File: src/rtl/notch_filter_with_jitter_histogram_core_defines.svh
// Assertion macros for the notch filter / jitter histogram core.
// Each macro expects signals named clock and reset in the scope where it is used.
`ifndef NOTCH_FILTER_WITH_JITTER_HISTOGRAM_CORE_DEFINES_SVH
`define NOTCH_FILTER_WITH_JITTER_HISTOGRAM_CORE_DEFINES_SVH

`ifndef SYNTHESIS
// Same-cycle implication
`define NFJH_ASSERT_IMP(lbl, ante, cons) \
   lbl: assert property (@(posedge clock) disable iff (reset) (ante) |-> (cons)) \
      else $error("nfjh: same-cycle check failed");
// Next-cycle implication
`define NFJH_ASSERT_NXT(lbl, ante, cons) \
   lbl: assert property (@(posedge clock) disable iff (reset) (ante) |=> (cons)) \
      else $error("nfjh: next-cycle check failed");
`else
`define NFJH_ASSERT_IMP(lbl, ante, cons)
`define NFJH_ASSERT_NXT(lbl, ante, cons)
`endif

`endif

File: src/rtl/nfjh_pkg.sv
package nfjh_pkg;

   // Field widths
   localparam int SAMPLE_W   = 10;
   localparam int TS_W       = 32;
   localparam int COUNT_W    = 20;
   localparam int PERIOD_W   = 32;
   localparam int FILT_W     = 16;
   localparam int JIT_W      = 32;
   localparam int IDX_W      = 6;
   localparam int BIN_CNT_W  = 32;

   // Configuration port
   localparam int CSR_ADDR_W = 1;
   localparam int CSR_DATA_W = 32;
   localparam logic [CSR_ADDR_W-1:0] CSR_EXPECTED_PERIOD = 1'b0;
   localparam logic [CSR_ADDR_W-1:0] CSR_RUN_LENGTH      = 1'b1;

   // Register reset values
   localparam logic [PERIOD_W-1:0] EXPECTED_PERIOD_RESET = PERIOD_W'(100000 / 50);
   localparam logic [COUNT_W-1:0]  RUN_LENGTH_RESET      = COUNT_W'(10000);
   localparam logic signed [JIT_W-1:0] MIN_SEEN_RESET    = JIT_W'(10000000);

   // Default sizes
   localparam int HIST_BINS_DEF = 64;
   localparam int MID_DEPTH_DEF = 4;
   localparam int OUT_DEPTH_DEF = 4;

   // Notch filter arithmetic: Q8 coefficients, accumulator fits in 27 bits
   localparam int ACC_W  = 28;
   localparam int FRAC_W = 8;
   localparam logic signed [ACC_W-1:0] COEF_X1 = ACC_W'(503);
   localparam logic signed [ACC_W-1:0] COEF_Y1 = ACC_W'(498);
   localparam logic signed [ACC_W-1:0] COEF_Y2 = ACC_W'(251);
   localparam logic signed [ACC_W-1:0] ROUND_K = ACC_W'(128);

   typedef struct packed {
      logic [SAMPLE_W-1:0] sample;
      logic [TS_W-1:0]     timestamp;
      logic [COUNT_W-1:0]  samples_so_far;
   } req_item_type;

   typedef struct packed {
      logic                     processed;
      logic signed [FILT_W-1:0] filtered;
      logic                     jitter_valid;
      logic signed [JIT_W-1:0]  jitter;
      logic signed [JIT_W-1:0]  max_jitter;
      logic signed [JIT_W-1:0]  min_jitter;
      logic [IDX_W-1:0]         bin_index;
      logic [BIN_CNT_W-1:0]     bin_count;
   } rsp_item_type;

   // Item handed from the front end to the histogram back end
   typedef struct packed {
      logic                     processed;
      logic signed [FILT_W-1:0] filtered;
      logic                     jitter_valid;
      logic signed [JIT_W-1:0]  jitter;
      logic signed [JIT_W-1:0]  max_jitter;
      logic signed [JIT_W-1:0]  min_jitter;
   } mid_item_type;

endpackage

File: src/rtl/notch_filter_with_jitter_histogram_core.sv
// Notch filter with sample-timing jitter histogram.
// Input channel (req_): push an item of sample, timestamp and running sample
// count while req_full is low. Result channel (rsp_): one result item per
// input item, in order; the oldest result sits on rsp_item while rsp_empty is
// low and leaves on rsp_pop. Items whose count is at or past run_length give
// an all-zero result and change no state.
// Configuration (csr_): index 0 is expected_period, index 1 is run_length;
// write only while no item is in flight.
// Path: front stage register, inner item queue, back-end stage register, then
// the result queue. Throughput: one item per cycle while req_full is low; the
// filter feedback and histogram read-modify-write (write forwarding) keep pace.
// Reset: filter history, extremes and registers return to defaults, then the
// HIST_BINS-entry bin table is swept to zero, entry by entry, with req_full high.
// Stall: when rsp_pop stays low, the result queue, then the inner item queue
// fill up and req_full rises; nothing is dropped.
`include "notch_filter_with_jitter_histogram_core_defines.svh"

module notch_filter_with_jitter_histogram_core #(
   parameter int HIST_BINS = nfjh_pkg::HIST_BINS_DEF,
   parameter int MID_DEPTH = nfjh_pkg::MID_DEPTH_DEF,
   parameter int OUT_DEPTH = nfjh_pkg::OUT_DEPTH_DEF
) (
   input  logic                              clock,
   input  logic                              reset,
   input  logic                              req_push,
   output logic                              req_full,
   input  nfjh_pkg::req_item_type            req_item,
   output logic                              rsp_empty,
   input  logic                              rsp_pop,
   output nfjh_pkg::rsp_item_type            rsp_item,
   input  logic                              csr_wr_en,
   input  logic [nfjh_pkg::CSR_ADDR_W-1:0]   csr_addr,
   input  logic [nfjh_pkg::CSR_DATA_W-1:0]   csr_wdata
);
   import nfjh_pkg::*;

   localparam int MCW = $clog2(MID_DEPTH + 1);
   localparam int OCW = $clog2(OUT_DEPTH + 1);
   localparam int MID_W = $bits(mid_item_type);
   localparam int RSP_W = $bits(rsp_item_type);

   logic [PERIOD_W-1:0] period_ff;
   logic [COUNT_W-1:0]  run_len_ff;

   logic               in_accept;
   logic               front_full;
   logic               clearing;
   logic               mid_push, mid_pop, mid_empty, mid_full;
   logic [MCW-1:0]     mid_count;
   mid_item_type       front_item;
   logic [MID_W-1:0]   mid_data;
   logic               out_push, out_full, out_empty;
   logic [OCW-1:0]     out_count;
   rsp_item_type       back_item;
   logic [RSP_W-1:0]   out_data;

   assign req_full  = front_full || clearing;
   assign in_accept = req_push && !req_full;

   // Configuration registers
   always_ff @(posedge clock) begin
      if (reset) begin
         period_ff  <= EXPECTED_PERIOD_RESET;
         run_len_ff <= RUN_LENGTH_RESET;
      end else if (csr_wr_en) begin
         unique case (csr_addr)
            CSR_EXPECTED_PERIOD: period_ff  <= csr_wdata[PERIOD_W-1:0];
            CSR_RUN_LENGTH:      run_len_ff <= csr_wdata[COUNT_W-1:0];
            default:             ;
         endcase
      end
   end

   nfjh_front #(
      .MID_DEPTH (MID_DEPTH)
   ) u_front (
      .clock           (clock),
      .reset           (reset),
      .in_accept       (in_accept),
      .req_item        (req_item),
      .expected_period (period_ff),
      .run_length      (run_len_ff),
      .mid_count       (mid_count),
      .full            (front_full),
      .mid_push        (mid_push),
      .mid_item        (front_item)
   );

   nfjh_fifo #(
      .WIDTH (MID_W),
      .DEPTH (MID_DEPTH)
   ) u_mid_q (
      .clock     (clock),
      .reset     (reset),
      .push      (mid_push),
      .push_data (MID_W'(front_item)),
      .pop       (mid_pop),
      .pop_data  (mid_data),
      .count     (mid_count),
      .empty     (mid_empty),
      .full      (mid_full)
   );

   nfjh_back #(
      .HIST_BINS (HIST_BINS),
      .OUT_DEPTH (OUT_DEPTH)
   ) u_back (
      .clock     (clock),
      .reset     (reset),
      .mid_empty (mid_empty),
      .mid_item  (mid_item_type'(mid_data)),
      .mid_pop   (mid_pop),
      .out_count (out_count),
      .out_push  (out_push),
      .out_item  (back_item),
      .clearing  (clearing)
   );

   nfjh_fifo #(
      .WIDTH (RSP_W),
      .DEPTH (OUT_DEPTH)
   ) u_out_q (
      .clock     (clock),
      .reset     (reset),
      .push      (out_push),
      .push_data (RSP_W'(back_item)),
      .pop       (rsp_pop),
      .pop_data  (out_data),
      .count     (out_count),
      .empty     (out_empty),
      .full      (out_full)
   );

   assign rsp_empty = out_empty;
   assign rsp_item  = rsp_item_type'(out_data);

   // Flow control between the parts never drops or invents an item
   `NFJH_ASSERT_IMP(a_mid_no_overflow, mid_push, !mid_full)
   `NFJH_ASSERT_IMP(a_out_no_overflow, out_push, !out_full)
   `NFJH_ASSERT_IMP(a_mid_no_underflow, mid_pop, !mid_empty)
   // The clearing sweep runs once after reset
   `NFJH_ASSERT_NXT(a_clear_once, !clearing, !clearing)
endmodule

File: src/rtl/nfjh_ram.sv
module nfjh_ram #(
   parameter int WIDTH = nfjh_pkg::BIN_CNT_W,
   parameter int DEPTH = nfjh_pkg::HIST_BINS_DEF
) (
   input  logic                     clock,
   input  logic                     wr_en,
   input  logic [$clog2(DEPTH)-1:0] wr_addr,
   input  logic [WIDTH-1:0]         wr_data,
   input  logic                     rd_en,
   input  logic [$clog2(DEPTH)-1:0] rd_addr,
   output logic [WIDTH-1:0]         rd_data
);
   logic [WIDTH-1:0] mem_ff [DEPTH];

   // One write port, one registered read port (read returns old data on collision)
   always_ff @(posedge clock) begin
      if (wr_en) begin
         mem_ff[wr_addr] <= wr_data;
      end
      if (rd_en) begin
         rd_data <= mem_ff[rd_addr];
      end
   end
endmodule

File: src/rtl/nfjh_fifo.sv
module nfjh_fifo #(
   parameter int WIDTH = $bits(nfjh_pkg::mid_item_type),
   parameter int DEPTH = nfjh_pkg::MID_DEPTH_DEF
) (
   input  logic                       clock,
   input  logic                       reset,
   input  logic                       push,
   input  logic [WIDTH-1:0]           push_data,
   input  logic                       pop,
   output logic [WIDTH-1:0]           pop_data,
   output logic [$clog2(DEPTH+1)-1:0] count,
   output logic                       empty,
   output logic                       full
);
   localparam int PW = (DEPTH > 1) ? $clog2(DEPTH) : 1;
   localparam int CW = $clog2(DEPTH + 1);

   logic [WIDTH-1:0] data_ff [DEPTH];
   logic [PW-1:0]    wr_ptr_ff, wr_ptr_in;
   logic [PW-1:0]    rd_ptr_ff, rd_ptr_in;
   logic [CW-1:0]    count_ff, count_in;
   logic             push_ok, pop_ok;

   assign empty    = (count_ff == '0);
   assign full     = (count_ff == CW'(DEPTH));
   assign count    = count_ff;
   assign pop_data = data_ff[rd_ptr_ff];
   assign push_ok  = push && !full;
   assign pop_ok   = pop && !empty;

   // Pointer and occupancy update
   always_comb begin
      wr_ptr_in = wr_ptr_ff;
      rd_ptr_in = rd_ptr_ff;
      count_in  = count_ff;
      if (push_ok) begin
         wr_ptr_in = (wr_ptr_ff == PW'(DEPTH - 1)) ? '0 : wr_ptr_ff + 1'b1;
      end
      if (pop_ok) begin
         rd_ptr_in = (rd_ptr_ff == PW'(DEPTH - 1)) ? '0 : rd_ptr_ff + 1'b1;
      end
      if (push_ok && !pop_ok) begin
         count_in = count_ff + 1'b1;
      end else if (pop_ok && !push_ok) begin
         count_in = count_ff - 1'b1;
      end
   end

   always_ff @(posedge clock) begin
      if (reset) begin
         wr_ptr_ff <= '0;
         rd_ptr_ff <= '0;
         count_ff  <= '0;
      end else begin
         wr_ptr_ff <= wr_ptr_in;
         rd_ptr_ff <= rd_ptr_in;
         count_ff  <= count_in;
      end
   end

   // Storage, no reset
   always_ff @(posedge clock) begin
      if (push_ok) begin
         data_ff[wr_ptr_ff] <= push_data;
      end
   end
endmodule

File: src/rtl/nfjh_front.sv
module nfjh_front #(
   parameter int MID_DEPTH = nfjh_pkg::MID_DEPTH_DEF
) (
   input  logic                                clock,
   input  logic                                reset,
   input  logic                                in_accept,
   input  nfjh_pkg::req_item_type              req_item,
   input  logic [nfjh_pkg::PERIOD_W-1:0]       expected_period,
   input  logic [nfjh_pkg::COUNT_W-1:0]        run_length,
   input  logic [$clog2(MID_DEPTH+1)-1:0]      mid_count,
   output logic                                full,
   output logic                                mid_push,
   output nfjh_pkg::mid_item_type              mid_item
);
   import nfjh_pkg::*;

   localparam int CW = $clog2(MID_DEPTH + 1);

   // Filter history
   logic [SAMPLE_W-1:0]      x1_ff, x2_ff;
   logic signed [FILT_W-1:0] y1_ff, y2_ff;
   // Jitter tracking
   logic                     seen_ff;
   logic [TS_W-1:0]          last_ts_ff;
   logic signed [JIT_W-1:0]  max_ff, max_in;
   logic signed [JIT_W-1:0]  min_ff, min_in;
   // Stage between filter and min/max
   logic                     p_valid_ff;
   logic                     p_proc_ff;
   logic signed [FILT_W-1:0] p_filt_ff;
   logic                     p_jv_ff;
   logic signed [JIT_W-1:0]  p_jit_ff;

   logic                     proc;
   logic signed [ACC_W-1:0]  x0_e, x1_e, x2_e, y1_e, y2_e;
   logic signed [ACC_W-1:0]  acc, quo;
   logic signed [FILT_W-1:0] y_new;
   logic [JIT_W-1:0]         diff;
   logic                     upd_jit;

   assign proc = (req_item.samples_so_far < run_length);

   // Notch filter: Q8 sum, divide by 256 rounding toward zero, wrap to 16 bits
   always_comb begin
      x0_e = $signed(ACC_W'(req_item.sample));
      x1_e = $signed(ACC_W'(x1_ff));
      x2_e = $signed(ACC_W'(x2_ff));
      y1_e = ACC_W'(y1_ff);
      y2_e = ACC_W'(y2_ff);
      acc  = ((x0_e + x2_e) <<< FRAC_W) - COEF_X1 * x1_e + COEF_Y1 * y1_e
             - COEF_Y2 * y2_e + ROUND_K;
      quo  = acc >>> FRAC_W;
      if (acc[ACC_W-1] && (acc[FRAC_W-1:0] != '0)) begin
         quo = quo + ACC_W'(1);
      end
      y_new = quo[FILT_W-1:0];
   end

   // Timestamp difference minus nominal period, modulo 2^32
   assign diff = req_item.timestamp - last_ts_ff - expected_period;

   // Running extremes
   assign upd_jit = p_valid_ff && p_jv_ff;
   assign max_in  = (upd_jit && (p_jit_ff > max_ff)) ? p_jit_ff : max_ff;
   assign min_in  = (upd_jit && (p_jit_ff < min_ff)) ? p_jit_ff : min_ff;

   // Hand-off to the queue
   assign mid_push              = p_valid_ff;
   assign mid_item.processed    = p_proc_ff;
   assign mid_item.filtered     = p_filt_ff;
   assign mid_item.jitter_valid = p_jv_ff;
   assign mid_item.jitter       = p_jit_ff;
   assign mid_item.max_jitter   = p_jv_ff ? max_in : '0;
   assign mid_item.min_jitter   = p_jv_ff ? min_in : '0;

   // Hold off while the queue could not take the item in flight
   assign full = ((CW + 1)'(mid_count) + (CW + 1)'(p_valid_ff)) >= (CW + 1)'(MID_DEPTH);

   always_ff @(posedge clock) begin
      if (reset) begin
         x1_ff      <= '0;
         x2_ff      <= '0;
         y1_ff      <= '0;
         y2_ff      <= '0;
         seen_ff    <= 1'b0;
         last_ts_ff <= '0;
         max_ff     <= '0;
         min_ff     <= MIN_SEEN_RESET;
         p_valid_ff <= 1'b0;
      end else begin
         p_valid_ff <= in_accept;
         max_ff     <= max_in;
         min_ff     <= min_in;
         if (in_accept && proc) begin
            x2_ff      <= x1_ff;
            x1_ff      <= req_item.sample;
            y2_ff      <= y1_ff;
            y1_ff      <= y_new;
            seen_ff    <= 1'b1;
            last_ts_ff <= req_item.timestamp;
         end
      end
   end

   // Stage payload
   always_ff @(posedge clock) begin
      if (in_accept) begin
         p_proc_ff <= proc;
         p_filt_ff <= proc ? y_new : '0;
         p_jv_ff   <= proc && seen_ff;
         p_jit_ff  <= (proc && seen_ff) ? $signed(diff) : '0;
      end
   end
endmodule

File: src/rtl/nfjh_back.sv
module nfjh_back #(
   parameter int HIST_BINS = nfjh_pkg::HIST_BINS_DEF,
   parameter int OUT_DEPTH = nfjh_pkg::OUT_DEPTH_DEF
) (
   input  logic                               clock,
   input  logic                               reset,
   input  logic                               mid_empty,
   input  nfjh_pkg::mid_item_type             mid_item,
   output logic                               mid_pop,
   input  logic [$clog2(OUT_DEPTH+1)-1:0]     out_count,
   output logic                               out_push,
   output nfjh_pkg::rsp_item_type             out_item,
   output logic                               clearing
);
   import nfjh_pkg::*;

   localparam int AW   = $clog2(HIST_BINS);
   localparam int HALF = HIST_BINS / 2;
   localparam int OCW  = $clog2(OUT_DEPTH + 1);

   logic                  clearing_ff;
   logic [AW-1:0]         clr_ff;
   logic                  a_valid_ff;
   mid_item_type          a_item_ff;
   logic [AW-1:0]         a_bin_ff;
   logic                  fw_valid_ff;
   logic [AW-1:0]         fw_addr_ff;
   logic [BIN_CNT_W-1:0]  fw_data_ff;

   logic signed [JIT_W:0] idx_s;
   logic [AW-1:0]         bin;
   logic                  room;
   logic [BIN_CNT_W-1:0]  rd_data, old_cnt, new_cnt;
   logic                  a_inc;
   logic                  wr_en;
   logic [AW-1:0]         wr_addr;
   logic [BIN_CNT_W-1:0]  wr_data;

   assign clearing = clearing_ff;

   // Bin select: jitter plus half the bins, clamped to the table
   always_comb begin
      idx_s = $signed({mid_item.jitter[JIT_W-1], mid_item.jitter})
              + $signed((JIT_W + 1)'(HALF));
      if (idx_s[JIT_W]) begin
         bin = '0;
      end else if (idx_s >= $signed((JIT_W + 1)'(HIST_BINS))) begin
         bin = AW'(HIST_BINS - 1);
      end else begin
         bin = idx_s[AW-1:0];
      end
   end

   // Take an item only when the result queue has a slot for it
   assign room    = ((OCW + 1)'(out_count) + (OCW + 1)'(a_valid_ff)) < (OCW + 1)'(OUT_DEPTH);
   assign mid_pop = !mid_empty && !clearing_ff && room;

   // Read-modify-write with forwarding of last cycle's write
   assign old_cnt = (fw_valid_ff && (fw_addr_ff == a_bin_ff)) ? fw_data_ff : rd_data;
   assign new_cnt = (&old_cnt) ? old_cnt : old_cnt + 1'b1;
   assign a_inc   = a_valid_ff && a_item_ff.jitter_valid;

   // Write port: clearing sweep after reset, else the bin update
   always_comb begin
      if (clearing_ff) begin
         wr_en   = 1'b1;
         wr_addr = clr_ff;
         wr_data = '0;
      end else begin
         wr_en   = a_inc;
         wr_addr = a_bin_ff;
         wr_data = new_cnt;
      end
   end

   nfjh_ram #(
      .WIDTH (BIN_CNT_W),
      .DEPTH (HIST_BINS)
   ) u_bins (
      .clock   (clock),
      .wr_en   (wr_en),
      .wr_addr (wr_addr),
      .wr_data (wr_data),
      .rd_en   (mid_pop),
      .rd_addr (bin),
      .rd_data (rd_data)
   );

   // Result item
   assign out_push               = a_valid_ff;
   assign out_item.processed     = a_item_ff.processed;
   assign out_item.filtered      = a_item_ff.filtered;
   assign out_item.jitter_valid  = a_item_ff.jitter_valid;
   assign out_item.jitter        = a_item_ff.jitter;
   assign out_item.max_jitter    = a_item_ff.max_jitter;
   assign out_item.min_jitter    = a_item_ff.min_jitter;
   assign out_item.bin_index     = a_item_ff.jitter_valid ? IDX_W'(a_bin_ff) : '0;
   assign out_item.bin_count     = a_item_ff.jitter_valid ? new_cnt : '0;

   always_ff @(posedge clock) begin
      if (reset) begin
         clearing_ff <= 1'b1;
         clr_ff      <= '0;
         a_valid_ff  <= 1'b0;
         fw_valid_ff <= 1'b0;
      end else begin
         a_valid_ff  <= mid_pop;
         fw_valid_ff <= a_inc && !clearing_ff;
         if (clearing_ff) begin
            if (clr_ff == AW'(HIST_BINS - 1)) begin
               clearing_ff <= 1'b0;
            end else begin
               clr_ff <= clr_ff + 1'b1;
            end
         end
      end
   end

   // Payload, no reset
   always_ff @(posedge clock) begin
      if (mid_pop) begin
         a_item_ff <= mid_item;
         a_bin_ff  <= bin;
      end
      fw_addr_ff <= a_bin_ff;
      fw_data_ff <= new_cnt;
   end
endmodule

File: config.mk
export PLATFORM = sky130hd
export DESIGN_NAME = notch_filter_with_jitter_histogram_core
export DESIGN_NICKNAME = d
export VERILOG_FILES = /design/src/rtl/nfjh_pkg.sv /design/src/rtl/notch_filter_with_jitter_histogram_core.sv /design/src/rtl/nfjh_ram.sv /design/src/rtl/nfjh_fifo.sv /design/src/rtl/nfjh_front.sv /design/src/rtl/nfjh_back.sv
export VERILOG_INCLUDE_DIRS = /design/src /design/src/rtl
export SDC_FILE = /design/constraint.sdc
export NUM_CORES = 2
export LEC_CHECK = 0
export BUFFER_PORTS_ARGS = -buffer_cell sky130_fd_sc_hd__buf_4
export CORE_MARGIN = 5
export CORE_UTILIZATION = 50
export CTS_CLUSTER_DIAMETER = 50
export CTS_CLUSTER_SIZE = 25
export DETAILED_ROUTE_END_ITERATION = 8
export MAX_ROUTING_LAYER = met4
export PLACE_DENSITY = 0.69
export SYNTH_ARGS = -nofsm -noshare
export SYNTH_HDL_FRONTEND = slang
export SYNTH_SLANG_ARGS = --single-unit
File: constraint.sdc
create_clock -name clock -period 12.77 [get_ports clock]
set_clock_uncertainty 0.05 [all_clocks]
set_input_delay 1.9155 -clock clock [delete_from_list [all_inputs] [get_ports clock]]
set_output_delay 1.9155 -clock clock [all_outputs]
set_load 0.01 [all_outputs]
## Word-level counts from Yosys, hierarchy flattened

Memory sizes are Yosys's and may differ from the RTL's. A register that Yosys moved wholly into a read port is not among the register bits.
Index checks and enable logic that the tools add are counted.

| cells by class | value |
|---|---|
| multiplexer cells | 34 |
| equality and inequality tests | 8 |
| $add $sub $neg | 21 |
| reduce and logical (&&, ||, !) cells | 40 |
| $mul | 3 |
| bitwise logic cells | 2 |
| magnitude comparators | 6 |

Operator list:

| kind | count |
|---|---|
| $mux 32 | 8 |
| $sub 32x32->32 | 2 |
| $sub 28x28->28 | 2 |
| $mul 9x16->25 const A | 2 |
| $add 32x7->33 const B | 1 |
| $ge 33x8->1 const B | 1 |
| $add 32x1->32 const B | 1 |
| $gt 32x32->1 | 1 |
| $lt 32x32->1 | 1 |
| $reduce_and 32->1 | 1 |
| $add 28x28->28 | 1 |
| $add 28x9->28 const B | 1 |
| $mux 6 | 4 |
| $logic_and 1x1->1 | 20 |
| $lt 20x20->1 | 1 |
| $mul 9x10->19 const A | 1 |
| $add 16x2->16 const B | 1 |
| $mux 16 | 1 |
| $mux 2 | 8 |
| $mux 3 | 4 |
| $add 10x10->11 | 1 |
| $logic_not 1->1 | 10 |
| $mux 1 | 9 |
| $add 2x1->2 const B | 4 |
| 16 further kinds | 28 |

| word-level totals | value |
|---|---|
| memory bits (writable) | 3112 |
| word-level logic and storage cells | 151 |
| bits in registers | 433 |
| memories | 3 |

Memory list:

| name | words | bits a word | read ports | clocked after memory_dff | wr ports | line | text |
|---|---|---|---|---|---|---|---|
| u_back.u_bins.mem_ff | 64 | 32 | 1 | 1 | 1 | nfjh_ram.sv:13 | `logic [WIDTH-1:0] mem_ff [DEPTH];` |
| u_out_q.data_ff | 4 | 152 | 1 | 1 | 1 | nfjh_fifo.sv:18 | `logic [WIDTH-1:0] data_ff [DEPTH];` |
| u_mid_q.data_ff | 4 | 114 | 1 | 1 | 1 | nfjh_fifo.sv:18 |  |

## Depth between registers and ports, before layout

| logic depth | value |
|---|---|
| depth after elaboration | 8 |
| gate-level depth with buffers | 36 |

## Hierarchy

From an unflattened synthesis, not the netlist that was laid out.

| second synthesis, totals | value |
|---|---|
| cells, all modules | 8266 |
| area total of the unflattened synthesis | 151784.3 sq um |

Modules (own cells, without submodules):

| module | instances | area an instance (sq um) | cells each | seq. area each (sq um) |
|---|---|---|---|---|
| nfjh_ram | 1 | 78835.6 | 3324 | 62459.9 |
| nfjh_front | 1 | 23752.8 | 2568 | 4504.3 |
| nfjh_fifo at u_out_q | 1 | 22371.5 | 844 | 18437.7 |
| nfjh_fifo at u_mid_q | 1 | 16931.2 | 646 | 13873.3 |
| nfjh_back | 1 | 7688.6 | 670 | 4544.4 |
| notch_filter_with_jitter_histogram_core | 1 | 2204.6 | 214 | 1041.0 |

## Worst setup path before layout

No wires, ideal clock.

| timing | value |
|---|---|
| path type | register -> register |
| from | register u_front.x1_ff[7] |
| to | register u_front.p_filt_ff[15], data pin |
| required time | 12.454 ns |
| library setup time | 0.266 ns |
| slack | 4.615 ns |
| arrival time | 7.839 ns |
| buffers on the path | 0 |
| cell stages (with the launch flop) | 32 |
| period minus slack after synthesis | 8.155 ns |
| path through | dfxtp_1 -> fa_1 -> inv_1 -> fa_1 -> fa_1 -> fa_1 -> inv_1 -> ha_1 -> o21ai_0 -> a21boi_0 -> o21ai_0 -> a21boi_0 -> o21ai_0 -> a21boi_0 -> o21ai_0 -> a21boi_0 -> o21ai_0 -> a21boi_0 -> nor2_1 -> fa_1 -> inv_1 -> fa_1 -> ha_1 -> a211oi_1 -> o31ai_1 -> a31oi_1 -> o21ai_0 -> o221ai_1 -> mux2i_1 -> nor4b_1 -> xnor2_1 -> nor2_1 |

| on the way | value |
|---|---|
| longest elaborated chain between the ends | 8 |
| elaborated cells on any way between the ends | 9 |
| those cells by class | 5 x add/sub; 1 x mul; 1 x mux; 2 x reduce/logical |

Ends and longest elaborated chain:

| element | line | text |
|---|---|---|
| from (decl) | nfjh_front.sv:20 | `logic [SAMPLE_W-1:0] x1_ff, x2_ff;` |
| from (signal assigned) | nfjh_front.sv:96 | `x1_ff <= req_item.sample;` |
| $mul 9x10->19 * | nfjh_front.sv:50 | `acc = ((x0_e + x2_e) <<< FRAC_W) - COEF_X1 * x1_e + COEF_Y1 * y1_e` |
| $sub 28x28->28 * | nfjh_front.sv:50 |  |
| $add 28x28->28 * | nfjh_front.sv:50 |  |
| $sub 28x28->28 * | nfjh_front.sv:51 | `- COEF_Y2 * y2_e + ROUND_K;` |
| $add 28x9->28 * | nfjh_front.sv:51 |  |
| parallel branches: the longest is 2 deep, another holds $add 16x2->16 | n/a |  |
| $mux 16 * | nfjh_front.sv:53 | `if (acc[ACC_W-1] && (acc[FRAC_W-1:0] != '0)) begin` |
| to (signal assigned) | nfjh_front.sv:109 | `p_filt_ff <= proc ? y_new : '0;` |
| to (decl) | nfjh_front.sv:30 | `logic signed [FILT_W-1:0] p_filt_ff;` |

Mark *: on every way between the ends.
A chain may end at the register's enable or synchronous reset.

## Worst setup path after layout

Same ends and word-level chain as after synthesis.

==> impl_results.html <==
<table>
<tr><th>Metric</th><th>Value</th></tr>
<tr><th colspan="2">STA</th></tr>
<tr><td>Setup violation total in the final timing report</td><td>0</td></tr>
<tr><td>PnR worst setup slack</td><td>3250 ps</td></tr>
<tr><td>Slew headroom</td><td>6.25%</td></tr>
<tr><td>Pins over their slew limit</td><td>0</td></tr>
<tr><td>Peak clock frequency supported by timing</td><td>105 MHz</td></tr>
<tr><td>Setup repair after global routing missed its margin</td><td>no</td></tr>
<tr><td>Final critical-path required period</td><td>9520 ps</td></tr>
<tr><td>Post-Route Setup TNS</td><td>0 ps</td></tr>
<tr><td>Worst-Margin Slew</td><td>1390 ps</td></tr>
<tr><td>Final clock period utilization by the worst path</td><td>74.5%</td></tr>
<tr><td>Final Hold Violating Endpoints</td><td>0</td></tr>
<tr><th colspan="2">Flow run</th></tr>
<tr><td>Max-cap violations</td><td>0</td></tr>
<tr><th colspan="2">Final layout</th></tr>
<tr><td>Share of post-route cells with drive strength above 1</td><td>14.6%</td></tr>
<tr><td>Fillers</td><td>22800</td></tr>
<tr><td>Area delta synth-&gt;final</td><td>12.6%</td></tr>
<tr><td>Number of nets at the end of the flow</td><td>10800</td></tr>
<tr><th colspan="2">Setup path</th></tr>
<tr><td>Origin of the worst setup path</td><td>u_front.x1_ff[7]$_SDFFE_PP0P_</td></tr>
<tr><td>Worst R2R Setup Slack</td><td>3250 ps</td></tr>
<tr><td>Arrival time at the worst endpoint</td><td>10130 ps</td></tr>
<tr><td>End of the worst register-to-register path</td><td>u_front.p_filt_ff[15]$_SDFFCE_PN0P_</td></tr>
<tr><td>WP data required</td><td>13380 ps</td></tr>
<tr><td>Path type of the worst setup path</td><td>register to register</td></tr>
<tr><td>Reg2Reg Depth</td><td>31</td></tr>
<tr><td>Critical path's largest stage delay</td><td>640 ps</td></tr>
<tr><td>Highest-delay cell along the critical path</td><td>sky130_fd_sc_hd__o221ai_1</td></tr>
<tr><td>Worst setup path end</td><td>u_front.p_filt_ff[15]$_SDFFCE_PN0P_</td></tr>
<tr><td>Critical path fanouts, max</td><td>8</td></tr>
<tr><td>Start of the worst register-to-register path</td><td>u_front.x1_ff[7]$_SDFFE_PP0P_</td></tr>
<tr><td>Startpoint kind of the worst setup timing path</td><td>register</td></tr>
<tr><td>Endpoint kind of the worst setup timing path</td><td>register</td></tr>
<tr><th colspan="2">Drt</th></tr>
<tr><td>Number of remaining DRC errors</td><td>0</td></tr>
<tr><td>Total wire length</td><td>about 400000 um</td></tr>
<tr><td>DRT iter0 DRCs</td><td>11800</td></tr>
<tr><td>Number of detailed-route iterations in the first pass</td><td>9</td></tr>
<tr><td>Vias</td><td>90100</td></tr>
<tr><td>Routed vias/inst</td><td>6.26</td></tr>
<tr><td>Antenna Violating Nets Remaining</td><td>0</td></tr>
<tr><td>Average detailed-routed wire length per instance</td><td>28.3 um</td></tr>
<tr><th colspan="2">Die</th></tr>
<tr><td>Core area</td><td>~0.30 mm^2</td></tr>
<tr><td>Num rows</td><td>201</td></tr>
<tr><td>I/O pin total</td><td>254</td></tr>
<tr><td>Chip height</td><td>557 um</td></tr>
<tr><td>Floorplan die width</td><td>557 um</td></tr>
<tr><td>Die area</td><td>slightly above 0.3 mm^2</td></tr>
<tr><td>Starting utilization of the core area</td><td>50.1%</td></tr>
<tr><th colspan="2">Clocking</th></tr>
<tr><td>Count of clock tree sinks</td><td>3581</td></tr>
<tr><td>Clock-pin transition on the worst setup and hold timing paths</td><td>~70 ps</td></tr>
<tr><td>Buffers from clock root to sink, at most</td><td>4</td></tr>
<tr><td>Post-cts hold buffer count</td><td>0</td></tr>
<tr><td>Cts bufs inserted</td><td>315</td></tr>
<tr><td># Post-CTS Setup Buffers</td><td>0</td></tr>
<tr><td>CTS Root Buffer Type</td><td>sky130_fd_sc_hd__clkbuf_16</td></tr>
<tr><td>Number of levels in the clock H-tree</td><td>5</td></tr>
<tr><td>Clock tree from TritonCTS</td><td>done</td></tr>
<tr><td>PostCTS Resize Cnt</td><td>0</td></tr>
<tr><td>Clock latency on the worst-skew pair</td><td>940 ps</td></tr>
<tr><th colspan="2">Yosys</th></tr>
<tr><td>Ranking of synthesized cells by area</td><td>sky130_fd_sc_hd__edfxtp_1 (66%), sky130_fd_sc_hd__mux4_2 (4.0%), sky130_fd_sc_hd__dfxtp_1 (3.6%)</td></tr>
<tr><td>Syn Area/Cell</td><td>15.2 um^2</td></tr>
<tr><td>Portion of synthesized cell area occupied by the leading cell type</td><td>66.5%</td></tr>
<tr><td>Arithmetic-cell share of the synthesized area counting full adders, half adders and majority gates</td><td>6.05%</td></tr>
<tr><td>Unique masters post-synth</td><td>89</td></tr>
<tr><td>Seq/Total Area, Yosys</td><td>70.1%</td></tr>
<tr><td>Number of flops mapped to enable cells by yosys</td><td>3314</td></tr>
<tr><td>Compound-cell area share of the yosys netlist</td><td>8.43%</td></tr>
<tr><td>Combinational family with the most area after synthesis</td><td>compound AO/OA/AOI/OAI gates</td></tr>
<tr><td>Synthesized net count</td><td>about 11000</td></tr>
<tr><td>Netlist Area Pre-Place</td><td>0.150 mm^2</td></tr>
<tr><td>Async S/R FF share, synth</td><td>0%</td></tr>
<tr><td>Cell accounting for the most synthesized area</td><td>sky130_fd_sc_hd__edfxtp_1</td></tr>
<tr><td>Cells after Synth</td><td>9867</td></tr>
<tr><td>Multiplexer share of the synthesized area</td><td>5.48%</td></tr>
<tr><td>Most used flip-flop cell after synthesis</td><td>sky130_fd_sc_hd__edfxtp_1</td></tr>
<tr><td>Total of flip-flops plus latches after synthesis</td><td>3581</td></tr>
<tr><td>Warnings, synthesis</td><td>0</td></tr>
<tr><td>Share of synthesized cell area in and, or, nand and nor gates</td><td>6.17%</td></tr>
<tr><td>Share of the synthesized netlist area taken by xor and xnor gates</td><td>0.989%</td></tr>
<tr><th colspan="2">Global route</th></tr>
<tr><td>Global-route wire length before repair</td><td>595000 um</td></tr>
<tr><td>Leftover overflow at the end of global routing</td><td>0</td></tr>
<tr><td>Overall fraction of global-route tracks in use</td><td>26.5%</td></tr>
<tr><td>Via count of the first global-routing pass</td><td>88500</td></tr>
<tr><td>Number of antenna violations at the first check in global routing</td><td>19</td></tr>
<tr><td>Largest net degree at the start of global routing</td><td>123</td></tr>
<tr><th colspan="2">Placement</th></tr>
<tr><td>Worst slack, placed</td><td>3280 ps</td></tr>
<tr><td>Final Wtd Congestion</td><td>0.905</td></tr>
<tr><td>Input/output buffers</td><td>~250</td></tr>
<tr><td>Sum of net half-perimeters after detailed placement</td><td>244000 um</td></tr>
<tr><th colspan="2">Hold path</th></tr>
<tr><td>Worst hold-check path type</td><td>register to register</td></tr>
<tr><th colspan="2">Status</th></tr>
<tr><td>Status</td><td>completed</td></tr>
<tr><th colspan="2">Pwr</th></tr>
<tr><td>PD cells</td><td>143 mW/mm^2</td></tr>
<tr><td>Leakage Power</td><td>54.6 nW</td></tr>
<tr><td>Highest ir drop seen on vdd</td><td>0.108 mV</td></tr>
</table>
-- per-layer routing --
layer / routed length (um) / vias up / global-route usage (%)
met4: 15700 / 0 / 8.91
met3: 45900 / 956 / 5.51
met1: 158000 / 45500 / 35.8
li1: - / 38400 / -
met2: 188000 / 5338 / 40.5
met5: 0 / - / -
-- worst min path at each step --
| stage | from | endpoint | slack [ps] | cells after the start |
|---|---|---|---|---|
| floorplan | u_back.a_bin_ff[0]$_DFFE_PP_ | u_back.fw_addr_ff[0]$_DFF_P_ | 370 | 0 |
| finish | u_back.out_item[94]$_DFFE_PP_ | u_out_q.data_ff[3][94]$_DFFE_PP_ | 400 | 0 |
| detailed placement | u_front.last_ts_ff[28]$_SDFFE_PP0P_ | u_front.last_ts_ff[28]$_SDFFE_PP0P_ | 400 | 2 |
| global placement | u_front.last_ts_ff[3]$_SDFFE_PP0P_ | u_front.last_ts_ff[3]$_SDFFE_PP0P_ | 390 | 2 |
| CTS | u_front.last_ts_ff[7]$_SDFFE_PP0P_ | u_front.last_ts_ff[7]$_SDFFE_PP0P_ | 410 | 2 |
| global route | run_len_ff[0]$_SDFFE_PP0P_ | run_len_ff[0]$_SDFFE_PP0P_ | 420 | 2 |
-- sequential cells by signal, indices dropped and copies added, names as in the netlist, 3 cells and up, named ones only --
register and cells:
u_back.u_bins.mem_ff 2048, u_out_q.data_ff 608, u_mid_q.data_ff 456, u_back.out_item 114
period_ff 32, u_back.fw_data_ff 32, u_back.u_bins.rd_data 32, u_front.last_ts_ff 32
u_front.max_ff 32, u_front.min_ff 32, u_front.p_jit_ff 32, run_len_ff 20
u_front.p_filt_ff 16, u_front.y1_ff 16, u_front.y2_ff 16, u_front.x1_ff 10
u_front.x2_ff 10, u_back.a_bin_ff 6, u_back.clr_ff 6, u_back.fw_addr_ff 6
u_mid_q.count 3, u_out_q.count 3
-- final cells by class --
class	count	area (um^2)	share of cell area, %
inverters	550	2080	1.24
diodes	10	25.0	0.0148
multi-input cells	5223	41600	24.7
clock inverters	255	3280	1.95
well taps	3958	4950	2.94
flip-flops and latches	3581	105000	62.2
clock buffers	329	8040	4.77
repair buffers	481	3660	2.17
-- cells in the mapped netlist (218+ instances only) --
library cell                  n
sky130_fd_sc_hd__mux2i_1    218
sky130_fd_sc_hd__ha_1       349
sky130_fd_sc_hd__o22ai_1    246
sky130_fd_sc_hd__mux4_2     263
sky130_fd_sc_hd__inv_1      543
sky130_fd_sc_hd__nor2_1     394
sky130_fd_sc_hd__nand3_1    286
sky130_fd_sc_hd__edfxtp_1  3314
sky130_fd_sc_hd__dfxtp_1    267
sky130_fd_sc_hd__o221ai_1   273
sky130_fd_sc_hd__nand2_1   1036
sky130_fd_sc_hd__a21oi_1    513
sky130_fd_sc_hd__clkbuf_1   291
sky130_fd_sc_hd__fa_1       234
-- report_power, final --
part / internal, mW / leakage [nW] / switching [mW]
Clock: 5.26 / 5.49 / 4.99
Combinational: 0.573 / 20.3 / 0.600
Sequential: 12.7 / 28.8 / 0.0548
-- stage by stage --
stage | power, mW | utilization (%) | cell area (um^2) | hold slack, ps | std cells
detailed placement | 14.2 | 52.6 | 157000 | 397 | 13800
CTS | 24.3 | 56.4 | 169000 | 407 | 14400
floorplan | 13.7 | - | 150000 | 367 | 9867
global route | 24.9 | 56.4 | 169000 | 422 | 14400
finish | 24.1 | 56.4 | 169000 | 403 | 14400
global placement | 14.2 | 52.6 | 157000 | 392 | 13800
-- cell families (layout without fill, tap and decap cells) --
family          count (synthesis)  count (layout)
compound gates               1873            1873
other cells                     0              10
buf+inv                      1063            1615
simple gates                 2108            2108
mux                           490             490
xor+xnor                      169             169
flops                        3581            3581
fa+ha+maj                     583             583
-- cells in the final DEF, fill, tap and decap left out, types with 24 or more instances in the layout --
master,count
sky130_fd_sc_hd__o22a_1,33
sky130_fd_sc_hd__buf_4,476
sky130_fd_sc_hd__o22ai_1,246
sky130_fd_sc_hd__nand2b_1,26
sky130_fd_sc_hd__o21a_1,24
sky130_fd_sc_hd__inv_8,36
sky130_fd_sc_hd__o21ai_0,188
sky130_fd_sc_hd__nor2_1,319
sky130_fd_sc_hd__xor2_1,67
sky130_fd_sc_hd__a21oi_1,511
sky130_fd_sc_hd__dfxtp_1,262
sky130_fd_sc_hd__inv_6,47
sky130_fd_sc_hd__ha_1,349
sky130_fd_sc_hd__and3_1,55
sky130_fd_sc_hd__fa_1,234
sky130_fd_sc_hd__inv_1,541
sky130_fd_sc_hd__a32oi_1,34
sky130_fd_sc_hd__clkinv_8,44
sky130_fd_sc_hd__and2_1,33
sky130_fd_sc_hd__a221oi_1,45
sky130_fd_sc_hd__nand3_1,284
sky130_fd_sc_hd__nor4_1,30
sky130_fd_sc_hd__a31oi_1,110
sky130_fd_sc_hd__mux4_2,263
sky130_fd_sc_hd__a21o_1,48
sky130_fd_sc_hd__nor3_1,78
sky130_fd_sc_hd__nand4_1,29
sky130_fd_sc_hd__mux2i_1,218
sky130_fd_sc_hd__nor2b_1,29
sky130_fd_sc_hd__a21boi_0,76
sky130_fd_sc_hd__edfxtp_1,3314
sky130_fd_sc_hd__xnor2_1,102
sky130_fd_sc_hd__clkbuf_16,320
sky130_fd_sc_hd__a211oi_1,46
sky130_fd_sc_hd__nand2_1,1030
sky130_fd_sc_hd__o221ai_1,273
sky130_fd_sc_hd__inv_12,27
sky130_fd_sc_hd__nor2_4,76
sky130_fd_sc_hd__clkinv_4,26
-- worst max-delay path, delay by kind of cell, from the launching register on --
kind | cells | cell delay, ps
buffers and inverters | 3 | 190
AO/OA/AOI/OAI | 15 | 3670
flip-flops | 1 | 560
XOR/XNOR | 1 | 190
adder cells (fa/ha/maj) | 8 | 3560
AND/OR/NAND/NOR | 3 | 550
multiplexers | 1 | 520
No activity file was read; power rests on OpenSTA's default activity.
